--- src/hw/rtl/bjs_pkg.sv ---
package bjs_pkg;

  localparam int unsigned VALUE_BITS = 64;

  localparam logic signed [1:0] SYM_ZERO = 2'sb00;
  localparam logic signed [1:0] SYM_POS  = 2'sb01;
  localparam logic signed [1:0] SYM_NEG  = 2'sb11;

  typedef enum logic {
    ST_IDLE,
    ST_RUN
  } state_t;

  typedef struct packed {
    logic load;
    logic step;
    logic publish;
  } bjs_cmd_t;

  typedef struct packed {
    logic finish;
  } bjs_sts_t;

endpackage

--- src/hw/rtl/bjs_in_if.sv ---
interface bjs_in_if;
  logic        valid;
  logic        ready;
  logic [63:0] value;

  modport source (output valid, output value, input ready);
  modport sink (input valid, input value, output ready);
endinterface

--- src/hw/rtl/bjs_out_if.sv ---
interface bjs_out_if;
  logic              valid;
  logic              ready;
  logic signed [1:0] symbol;
  logic              bad_operand;

  modport source (output valid, output symbol, output bad_operand, input ready);
  modport sink (input valid, input symbol, input bad_operand, output ready);
endinterface

--- src/hw/rtl/bjs_ctrl.sv ---
module bjs_ctrl import bjs_pkg::*; (
  input  logic     clk,
  input  logic     rst,
  input  logic     in_valid,
  output logic     in_ready,
  output logic     out_valid,
  input  logic     out_ready,
  input  bjs_sts_t sts,
  output bjs_cmd_t cmd
);

  state_t state;
  state_t state_next;
  logic   out_free;

  assign out_free = !out_valid || out_ready;

  always_comb begin
    state_next = state;
    unique case (state)
      ST_IDLE: begin
        if (in_valid) begin
          state_next = ST_RUN;
        end
      end
      ST_RUN: begin
        if (sts.finish && out_free) begin
          state_next = ST_IDLE;
        end
      end
      default: state_next = ST_IDLE;
    endcase
  end

  always_comb begin
    in_ready    = 1'b0;
    cmd.load    = 1'b0;
    cmd.step    = 1'b0;
    cmd.publish = 1'b0;
    unique case (state)
      ST_IDLE: begin
        in_ready = 1'b1;
        cmd.load = in_valid;
      end
      ST_RUN: begin
        cmd.step    = !sts.finish;
        cmd.publish = sts.finish && out_free;
      end
      default: ;
    endcase
  end

  always_ff @(posedge clk) begin
    if (rst) begin
      state     <= ST_IDLE;
      out_valid <= 1'b0;
    end else begin
      state <= state_next;
      if (cmd.publish) begin
        out_valid <= 1'b1;
      end else if (out_ready) begin
        out_valid <= 1'b0;
      end
    end
  end

  a_publish_free: assert property (@(posedge clk) disable iff (rst)
    cmd.publish |-> (!out_valid || out_ready))
    else $error("result published over a waiting word");

  a_load_runs: assert property (@(posedge clk) disable iff (rst)
    cmd.load |=> (state == ST_RUN))
    else $error("load did not start a run");

  a_run_holds: assert property (@(posedge clk) disable iff (rst)
    (state == ST_RUN) && !sts.finish |=> (state == ST_RUN))
    else $error("run left before finish");

  a_step_excl: assert property (@(posedge clk) disable iff (rst)
    !(cmd.step && (cmd.publish || cmd.load)))
    else $error("step overlaps load or publish");

endmodule

--- src/hw/rtl/bjs_dp.sv ---
module bjs_dp import bjs_pkg::*; #(
  parameter int unsigned WORD_BITS = 64
) (
  input  logic                  clk,
  input  logic                  rst,
  input  logic                  cfg_we,
  input  logic [VALUE_BITS-1:0] cfg_wdata,
  input  logic [VALUE_BITS-1:0] value,
  input  bjs_cmd_t              cmd,
  output bjs_sts_t              sts,
  output logic signed [1:0]     symbol,
  output logic                  bad_operand
);

  logic [WORD_BITS-1:0] modulus;
  logic [WORD_BITS-1:0] a;
  logic [WORD_BITS-1:0] n;
  logic                 s;
  logic                 bad;

  logic [WORD_BITS-1:0] x_in;
  logic [WORD_BITS:0]   a_sub_n;
  logic [WORD_BITS-1:0] n_sub_a;
  logic                 a_lt_n;
  logic                 n_two_flip;
  logic                 a_two_flip;
  logic                 recip_flip;
  logic [WORD_BITS-1:0] a_next;
  logic [WORD_BITS-1:0] n_next;
  logic                 s_next;

  assign x_in       = value[WORD_BITS-1:0];
  assign a_sub_n    = {1'b0, a} - {1'b0, n};
  assign n_sub_a    = n - a;
  assign a_lt_n     = a_sub_n[WORD_BITS];
  assign n_two_flip = n[1] ^ n[2];
  assign a_two_flip = a[1] ^ a[2];
  assign recip_flip = a[1] & n[1];

  always_comb begin
    a_next = a;
    n_next = n;
    s_next = s;
    if (!a[0]) begin
      a_next = a >> 1;
      s_next = s ^ n_two_flip;
    end else if (!a_lt_n) begin
      a_next = a_sub_n[WORD_BITS:1];
      s_next = s ^ n_two_flip;
    end else begin
      a_next = n_sub_a >> 1;
      n_next = a;
      s_next = s ^ recip_flip ^ a_two_flip;
    end
  end

  assign sts.finish = bad || (a == '0);

  always_ff @(posedge clk) begin
    if (rst) begin
      modulus <= {{(WORD_BITS-1){1'b0}}, 1'b1};
    end else if (cfg_we) begin
      modulus <= cfg_wdata[WORD_BITS-1:0];
    end
  end

  always_ff @(posedge clk) begin
    if (cmd.load) begin
      a   <= x_in;
      n   <= modulus;
      s   <= 1'b0;
      bad <= !modulus[0] || (x_in >= modulus);
    end else if (cmd.step) begin
      a <= a_next;
      n <= n_next;
      s <= s_next;
    end
  end

  always_ff @(posedge clk) begin
    if (cmd.publish) begin
      bad_operand <= bad;
      if (bad || (n != {{(WORD_BITS-1){1'b0}}, 1'b1})) begin
        symbol <= SYM_ZERO;
      end else begin
        symbol <= s ? SYM_NEG : SYM_POS;
      end
    end
  end

endmodule

--- src/hw/rtl/binary_jacobi_symbol.sv ---
// Binary Jacobi symbol unit: each input word carries x, and one output word
// returns (x / m) as -1, 0 or +1 against the odd modulus m held in the config
// register (reset value 1; the user is to write it through cfg_we/cfg_wdata
// only while idle, which the block itself does not enforce), with
// bad_operand set and symbol 0 when m is even or x >= m. Operands are cut
// to the low WORD_BITS bits. One word is worked at a time: after acceptance,
// a shared subtract-and-halve step runs once per cycle and at least halves
// the product of the two operands until the run finishes. The result
// sits in an output register, so a new word is taken while the previous
// result waits to be read.
module binary_jacobi_symbol import bjs_pkg::*; #(
  parameter int unsigned WORD_BITS = 64
) (
  input  logic                  clk,
  input  logic                  rst,
  input  logic                  cfg_we,
  input  logic [VALUE_BITS-1:0] cfg_wdata,
  bjs_in_if.sink                in_ch,
  bjs_out_if.source             out_ch
);

  bjs_cmd_t cmd;
  bjs_sts_t sts;

  bjs_ctrl u_ctrl (
    .clk       (clk),
    .rst       (rst),
    .in_valid  (in_ch.valid),
    .in_ready  (in_ch.ready),
    .out_valid (out_ch.valid),
    .out_ready (out_ch.ready),
    .sts       (sts),
    .cmd       (cmd)
  );

  bjs_dp #(
    .WORD_BITS (WORD_BITS)
  ) u_dp (
    .clk         (clk),
    .rst         (rst),
    .cfg_we      (cfg_we),
    .cfg_wdata   (cfg_wdata),
    .value       (in_ch.value),
    .cmd         (cmd),
    .sts         (sts),
    .symbol      (out_ch.symbol),
    .bad_operand (out_ch.bad_operand)
  );

endmodule

--- src/flat_wrapper.sv ---
// flat-port wrapper written by rule: the top's interface ports become plain ports
module binary_jacobi_symbol_flat import bjs_pkg::*;
#(
  parameter int unsigned WORD_BITS = 64
)
  (clk, rst, cfg_we, cfg_wdata, in_ch_valid, in_ch_value, in_ch_ready, out_ch_valid, out_ch_symbol, out_ch_bad_operand, out_ch_ready);
  bjs_in_if in_ch_i ();
  bjs_out_if out_ch_i ();
  input  logic clk;
  input  logic rst;
  input  logic cfg_we;
  input  logic [VALUE_BITS-1:0] cfg_wdata;
  input wire logic [$bits(in_ch_i.valid)-1:0] in_ch_valid;
  input wire logic [$bits(in_ch_i.value)-1:0] in_ch_value;
  output wire logic [$bits(in_ch_i.ready)-1:0] in_ch_ready;
  output wire logic [$bits(out_ch_i.valid)-1:0] out_ch_valid;
  output wire logic [$bits(out_ch_i.symbol)-1:0] out_ch_symbol;
  output wire logic [$bits(out_ch_i.bad_operand)-1:0] out_ch_bad_operand;
  input wire logic [$bits(out_ch_i.ready)-1:0] out_ch_ready;
  assign in_ch_i.valid = in_ch_valid;
  assign in_ch_i.value = in_ch_value;
  assign in_ch_ready = in_ch_i.ready;
  assign out_ch_valid = out_ch_i.valid;
  assign out_ch_symbol = out_ch_i.symbol;
  assign out_ch_bad_operand = out_ch_i.bad_operand;
  assign out_ch_i.ready = out_ch_ready;
  binary_jacobi_symbol #(.WORD_BITS(WORD_BITS)) u_core (.clk(clk), .rst(rst), .cfg_we(cfg_we), .cfg_wdata(cfg_wdata), .in_ch(in_ch_i), .out_ch(out_ch_i));
endmodule
--- config.mk ---
export PLATFORM = sky130hd
export DESIGN_NAME = binary_jacobi_symbol_flat
export DESIGN_NICKNAME = d
export VERILOG_FILES = /design/src/hw/rtl/bjs_pkg.sv /design/src/hw/rtl/bjs_in_if.sv /design/src/hw/rtl/bjs_out_if.sv /design/src/hw/rtl/bjs_ctrl.sv /design/src/hw/rtl/bjs_dp.sv /design/src/hw/rtl/binary_jacobi_symbol.sv /design/src/flat_wrapper.sv
export SDC_FILE = /design/constraint.sdc
export NUM_CORES = 1
export LEC_CHECK = 0
export BUFFER_PORTS_ARGS = -buffer_cell sky130_fd_sc_hd__clkbuf_2
export CORE_MARGIN = 1.5
export CORE_UTILIZATION = 60
export DETAILED_ROUTE_END_ITERATION = 10
export PLACE_DENSITY_LB_ADDON = 0.12
export REMOVE_ABC_BUFFERS = 1
export SLEW_MARGIN = 10
export SYNTH_ARGS = -nofsm -noshare
export SYNTH_HDL_FRONTEND = slang
export SYNTH_SLANG_ARGS = --single-unit
--- constraint.sdc ---
create_clock -name clk -period 8.4 [get_ports clk]
set_input_delay 0.42 -clock clk [delete_from_list [all_inputs] [get_ports clk]]
set_output_delay 0.42 -clock clk [all_outputs]
set_load 0.01 [all_outputs]
==> results of run 1 <==
-- metrics by stage --
stage | power (mW) | instance area (um^2) | hold WS (ns) | util, % | setup TNS, ns
5_1_grt | 5.260 | 19300 | 0.1455 | 65.30 | 0
3_5_place_dp | 4.057 | 18720 | 0.4778 | 63.33 | 0
6_report | 5.006 | 19310 | 0.1522 | 65.31 | 0
3_3_place_gp | 4.034 | 18720 | 0.4743 | 63.33 | 0
2_1_floorplan | 3.216 | 17400 | 0.4509 | - | -71.28
4_1_cts | 4.910 | 19300 | 0.1462 | 65.30 | 0
-- sequential cells by signal (all words and copies together), names as in the netlist --
| name | cells |
|---|---|
| u_core.u_dp.symbol | 2 |
| u_core.u_dp.n | 64 |
| u_core.u_dp.bad | 1 |
| u_core.u_dp.bad_operand | 1 |
| u_core.u_ctrl.out_valid | 1 |
| u_core.u_dp.modulus | 64 |
| u_core.u_ctrl.state | 1 |
| u_core.u_dp.s | 1 |
| u_core.u_dp.a | 64 |
-- layer usage --
| metal | up-vias | routed length (um) |
|---|---|---|
| li1 | 8080 | - |
| met1 | 8331 | 26130 |
| met2 | 978 | 28170 |
| met3 | 195 | 6340 |
| met4 | 2 | 3354 |
| met5 | - | 13 |
-- layout make-up --
cell class | instances | area, um^2
multi-input cells | 1678 | 11310
fillers | 2579 | 10250
flip-flops and latches | 199 | 5305
inverters | 218 | 823.3
repair buffers | 151 | 793.3
well taps | 390 | 488.0
clock buffers | 17 | 425.4
clock inverters | 15 | 157.7
diodes | 1 | 2.502
-- cells in the final DEF, fill, tap and decap left out, drive strengths merged, types with 8 or more instances in the layout --
cell	instances
nand2b	15
a221oi	8
mux2i	105
a21o	82
nand2	189
nor2b	21
a21oi	239
o311ai	11
o21ai	220
xnor2	34
and3	12
nor2	155
o21bai	30
buf	15
a31oi	14
o21a	10
or3	8
clkbuf	153
a211o	9
nor4	39
edfxtp	132
o211ai	14
nand4	58
dfxtp	67
inv	226
nand3	32
a211oi	16
nor3	54
ha	190
xor2	15
o31ai	11
-- worst max path at each step --
stage,slack [ns],cells past startpoint,to
3_3_place_gp,3.70,11,u_core.u_dp.n[58]
4_1_cts,3.66,11,u_core.u_dp.n[32]
2_1_floorplan,-1.11,11,u_core.u_dp.n[0]
3_5_place_dp,3.68,11,u_core.u_dp.n[32]
6_report,3.58,11,u_core.u_dp.n[24]
5_1_grt,3.44,12,u_core.u_dp.n[33]
-- cells by family after synthesis --
group / count (synthesis) / synth area share, %
xor+xnor: 49 / 2.386
fa+ha+maj: 192 / 13.44
compound gates: 715 / 24.34
simple gates: 615 / 16.55
mux: 107 / 5.990
flops: 199 / 29.50
buf+inv: 344 / 7.798
-- power groups by stage --
stage	Combinational, mW	Sequential [mW]	Clock, mW
finish	2.74	1.42	0.849
floorplan	1.84	1.37	0
CTS	2.65	1.41	0.851
global route	2.95	1.43	0.886
global placement	2.61	1.43	0
detailed placement	2.63	1.43	0
-- critical path, cell delays in order, from the launching register on --
cell and delay (ns):
edfxtp_1 0.56, inv_1 0.15, ha_1 0.47, a21oi_2 0.30, o211ai_2 0.16, a31oi_2 0.33, o21ai_2 0.14, a311o_1 0.55
nor2_4 0.16, nand2_1 0.12, o21ai_4 0.77, buf_4 0.69
==> flow_summary_export.csv, run 1 <==
group,metric,value,unit
clock_tree,cts_post_setup_buffers_inserted,0,
sta,finalMaxSlewViolations,0,
global_route,grt_max_degree,88,
clock_tree,cts-root-buf,"clkbuf_16",
layout,area_growth,7.339,%
global_route,antenna_found_initial,3,
layout,instances_no_fill,2669,
setup_path,r2r_setup_slack,3.58,ns
sta,worst-slew-pin-transition,1.216,ns
setup_path,critical_path.reg2reg.endpoint,"u_core.u_dp.n[24]",
yosys,synth_largest_area_cell,"edfxtp_1",
clock_tree,cts_max_level,4,
sta,setup_viol,0,
setup_path,arrival_time_at_the_worst_endpoint,4.92,ns
global_route,top_usage_layer,"met2",
global_route,via_count_of_the_first_global_routing_pass,16991,
place,pre_cts_slack,3.679,ns
power,switching_share,48.09,%
yosys,number_of_instances_in_the_synthesized_netlist,2221,
global_route,groute.layer.met2.usage,65.08,%
setup_path,worst-endpoint-required,8.50,ns
sta,finalWorstPathRequiredPeriod,4.824,ns
yosys,ff_latch_count_synth,199,
yosys,netlist_top_cells_area,"edfxtp_1, ha_1, dfxtp_1",
setup_path,critPathLaunch,"u_core.u_dp.a[7]",
global_route,met1_resource_use_gr,54.64,%
power,power_frac_clock,17.0,%
place,detailed_place_hpwl,49.17,mm
yosys,postSynth.asyncResetShare,0,%
die,design.core.area,0.02956,mm^2
setup_path,r2r_start,"u_core.u_dp.a[7]",
die,die_w,176.1,um
routing,dr_total_vias,17586,
yosys,synth_top_area_share,22.04,%
clock_tree,clock_tree.buffer_depth,2,
yosys,synthMostInstantiatedCell,"a21oi_1",
min_path,worst_hold_path_startpoint,"cfg_wdata[0]",
die,floorplan.rows,63,
routing,routed_len_inst,23.98,um
clock_tree,cts-buffers-inserted,17,
place,gp_routability_congestion,1.023,
sta,unrepaired_setup_endpoints_after_global_routing,"false",
sta,final.setup.worst_slack,3.576,ns
routing,viasPerCell,6.589,
sta,slew-limit-headroom,18.91,%
min_path,worstHoldPathCells,2,
die,initial_core_util,60.85,%
yosys,yosys-top-cells-count,"a21oi_1, inv_1, o21ai_0, ha_1, nand2_1",
power,power_leakage,8.446,nW
setup_path,worst_r2r_path_depth,11,
global_route,grt-ovfl-total,0,
die,die-height,176.1,um
sta,timing.clock.skew,0.01291,ns
power,share_seq_of_total_power,28.3,%
clock_tree,cts.reportedPaths.clkPinSlew,0.08,ns
clock_tree,tritoncts_clock_tree,"built",
sta,fmax,207.3,MHz
min_path,hold_path_end,"u_core.u_dp.modulus[0]",
place,dp_cells,2636,
die,ios,138,
setup_path,worstSetupEndpointType,"flip-flop",
routing,drt_drc_violations_left,0,
yosys,post_synth.cell_area_avg,8.098,um^2
setup_path,critical_path_class,"flip-flop to flip-flop",
routing,drt_first_pass_iters,7,
layout,post_route_cells_drive_above_1_share,10.14,%
status,outcome,"completed",
sta,final_hold_vios,0,
global_route,grt_first_pass_wirelength,97.70,mm
routing,drt_iter0_markers,2252,
clock_tree,ctsResizeCount,0,
routing,postRouteAntennaNets,0,
setup_path,setup.worst_path.start_class,"flip-flop",
power,worst_ir_drop_vdd,0.0001929,V
yosys,synth.lib_cells_used.distinct,87,
power,internal_power_contribution,2.599,mW
sta,timing.final.crit_share,57.43,%
global_route,grt.total_usage,41.46,%
power,switchingPower,2.407,mW
yosys,synth-edff-count,132,
clock_tree,sinks_on_clock_net,199,
yosys,synth-seq-area-share,29.50,%
yosys,synthesis.yosys.warnings,0,
yosys,mappedNetlistArea,0.01799,mm^2
power,power_per_cell_area,259.3,mW/mm^2
min_path,hold_class,"input pin to flip-flop",
place,port-buffer-count,137,
clock_tree,cts_hold_repair.buffers,0,
routing,finalWirelength,64.01,mm
global_route,groute.layer.met3.usage,8.226,%
layout,nNetsFinal,2590,
power,power_frac_comb,54.7,%
job,max_cap_violations,0,
clock_tree,clk_latency,0.47,ns
setup_path,path_max_fanout,42,
die,die_area,0.03102,mm^2
yosys,most_used_flip_flop_cell_after_synthesis,"edfxtp_1",
Power figures use the tool's default switching activity.
==> inputs of run 2 (changes only) <==
- ABC_AREA: default -> 1
- clock period: 8.4 -> 4.6 ns (I/O delays scaled with it)
==> run 2 against run 1 <==
  * Non-clock buffer count shrank 1
  * Power up 110%
  * Combinational power is 130% higher
  * Synthesized area is 19% higher
  * First-iteration DRC count increased by 40%
  * Clock power up 93%
  * Largest power group unchanged
==> flow_summary_export.csv, run 2 <==
group,metric,value,unit
clock_tree,ctsResizeCount,0,
yosys,postSynth.asyncResetShare,0,%
routing,viasPerCell,5.807,
layout,area.sequential,0.005305,mm^2
yosys,synth-seq-area-share,24.79,%
yosys,synthMostInstantiatedCell,"nand2_1",
job,max_cap_violations,0,
power,switching_share,53.38,%
sta,unrepaired_setup_endpoints_after_global_routing,"false",
layout,largest_registers,"u_core.u_dp.a x64, u_core.u_dp.modulus x64, u_core.u_dp.n x64",
routing,drt_iter0_markers,3145,
global_route,grt.total_usage,45.14,%
layout,final_common_cell,"nand2_1",
layout,area_growth,7.003,%
yosys,most_used_flip_flop_cell_after_synthesis,"edfxtp_1",
yosys,synthesis.yosys.warnings,0,
die,design.core.area,0.03480,mm^2
sta,fmax,274.2,MHz
setup_path,critical_path_class,"flip-flop to flip-flop",
yosys,synth_top_area_share,25.69,%
setup_path,worstSetupEndpointType,"flip-flop",
layout,antennaDiodeCount,0,
setup_path,path_max_fanout,35,
power,switchingPower,5.534,mW
sta,setup_viol,0,
sta,finalWorstPathRequiredPeriod,3.647,ns
power,share_seq_of_total_power,24.0,%
layout,nNetsFinal,3983,
sta,timing.hold.ws,0.01682,ns
sta,slew-limit-headroom,18.21,%
yosys,mappedNetlistArea,0.02140,mm^2
clock_tree,cts-root-buf,"clkbuf_16",
die,die_area,0.03682,mm^2
yosys,number_of_instances_in_the_synthesized_netlist,3601,
sta,finalMaxSlewViolations,0,
die,floorplan.rows,68,
routing,drt_drc_violations_left,0,
routing,postRouteAntennaNets,0,
power,worst_ir_drop_vdd,0.0004306,V
clock_tree,cts.reportedPaths.clkPinSlew,0.08,ns
place,detailed_place_hpwl,65.50,mm
power,power_frac_clock,15.8,%
clock_tree,cts_max_level,4,
power,internal_power_contribution,4.833,mW
layout,fillers,3143,
sta,timing.final.crit_share,79.29,%
yosys,ff_latch_count_synth,199,
layout,multi_input_area,0.01311,mm^2
yosys,netlist_top_cells_area,"nand2_1, edfxtp_1, inv_1",
clock_tree,cts-buffers-inserted,17,
min_path,worstHoldPathCells,3,
place,gp_routability_congestion,1.155,
setup_path,worst_r2r_path_depth,18,
clock_tree,clk_latency,0.50,ns
yosys,synth-edff-count,132,
yosys,synth_largest_area_cell,"nand2_1",
yosys,post_synth.cell_area_avg,5.944,um^2
routing,drt_first_pass_iters,6,
setup_path,setup.worst_path.start_class,"flip-flop",
setup_path,worst-endpoint-required,4.96,ns
place,pre_cts_slack,1.128,ns
global_route,via_count_of_the_first_global_routing_pass,22255,
global_route,grt_max_degree,127,
power,power_frac_comb,60.2,%
status,outcome,"completed",
power,power_leakage,12.74,nW
global_route,antenna_found_initial,3,
power,power_per_cell_area,452.7,mW/mm^2
routing,routed_len_inst,20.02,um
die,die_w,191.9,um
setup_path,arrival_time_at_the_worst_endpoint,4.00,ns
global_route,grt-ovfl-total,0,
clock_tree,sinks_on_clock_net,199,
sta,timing.clock.skew,0.02283,ns
clock_tree,clock_tree.buffer_depth,2,
sta,final_tns_setup,0,ns
place,port-buffer-count,137,
sta,worst-slew-pin-transition,1.224,ns
die,initial_core_util,61.51,%
layout,post_route_cells_drive_above_1_share,6.129,%
routing,finalWirelength,82.61,mm
die,die-height,191.9,um
routing,dr_total_vias,23961,
yosys,yosys-top-cells-count,"nand2_1, inv_1, a21oi_1, ha_1, nand3_1",
layout,mostFrequentLayoutCells,"nand2_1, inv_1, a21oi_1",
sta,final_hold_vios,0,
min_path,hold_class,"input pin to flip-flop",
global_route,grt_first_pass_wirelength,124.6,mm
sta,final.setup.worst_slack,0.9528,ns
die,ios,138,
yosys,synth.lib_cells_used.distinct,42,
clock_tree,tritoncts_clock_tree,"built",
-- run 2: cell types whose count changed in the layout (fill, tap and decap cells not counted), moves of 23 or more --
| cell | delta |
|---|---|
| xnor2_1 | -28 |
| inv_2 | +23 |
| nand2_1 | +1281 |
| a21o_1 | -79 |
| o21ai_0 | -48 |
| nand3_1 | +137 |
| nor3_1 | -31 |
| mux2i_1 | -105 |
| inv_1 | +423 |
| xor2_1 | +60 |
-- run 2: critical path, cell delays in order, from the launching register on --
cell,delay [ns]
edfxtp_1,0.39
clkinv_1,0.09
nand2_1,0.14
inv_1,0.07
fa_1,0.47
o21ai_2,0.35
nand2_1,0.09
nand2_1,0.19
nand2_1,0.07
nand2_1,0.13
nand2_1,0.08
nand2_2,0.12
nand2_1,0.11
nand3_4,0.44
buf_4,0.37
nand2_1,0.11
nand3_1,0.12
nand2_1,0.08
nand2_1,0.08
-- run 2: path summary, 6_finish.rpt --
kind                           start                       to  slack, ns
max reg2reg         u_core.u_dp.a[0]        u_core.u_dp.a[27]       0.95
max                 u_core.u_dp.a[0]        u_core.u_dp.a[27]       0.95
min                      in_ch_valid      u_core.u_ctrl.state       0.02
min reg2reg  u_core.u_dp.modulus[34]  u_core.u_dp.modulus[34]       0.48
-- run 2: kinds of logic (layout without fill, tap and decap cells) --
group	Yosys count	in the layout	share of synthesized area [%]
flip-flops	199	199	24.79
adder cells (fa/ha/maj)	192	192	11.29
buffers and inverters	779	849	14.08
AO/OA/AOI/OAI	434	434	10.55
AND/OR/NAND/NOR	1916	1916	35.99
XOR/XNOR	81	81	3.314
-- run 2: metal layers --
layer | part of all wire (%) | GRT usage (%) | up-vias
li1 | - | - | 11249
met1 | 40 | 59.90 | 10814
met2 | 41 | 66.59 | 1630
met3 | 13 | 12.06 | 266
met4 | 5.6 | 24.28 | 2
met5 | 0.029 | 0 | -
-- run 2: cell type report --
class	count	area share, %
Multi-Input combinational cell	2623	57.23
Timing Repair Buffer	150	3.562
Inverter	667	10.95
Sequential cell	199	23.16
Clock buffer	18	1.874
Tap cell	455	2.486
Clock inverter	14	0.7320
-- run 2: power groups by stage --
stage | sequential (mW) | combinational (mW) | clock [mW]
2_1_floorplan | 2.45 | 3.93 | 0
3_3_place_gp | 2.49 | 5.79 | 0
3_5_place_dp | 2.50 | 5.90 | 0
4_1_cts | 2.47 | 5.96 | 1.62
5_1_grt | 2.50 | 6.73 | 1.68
6_report | 2.49 | 6.24 | 1.64
-- run 2: metrics by stage --
| stage | power, mW | instance area (um^2) | instances | util, % |
|---|---|---|---|---|
| finish | 10.37 | 22900 | 4126 | 65.82 |
| global route | 10.91 | 22900 | 4126 | 65.82 |
| CTS | 10.05 | 22900 | 4126 | 65.82 |
| detailed placement | 8.400 | 22280 | 4091 | 64.02 |
| global placement | 8.284 | 22280 | 4091 | 64.02 |
| floorplan | 6.382 | 20900 | 3489 | - |
-- run 2: timing repair --
item	CTS	global route
hold buffers	3	0
hold endpoints to repair	2	0
buffers inserted	0	0
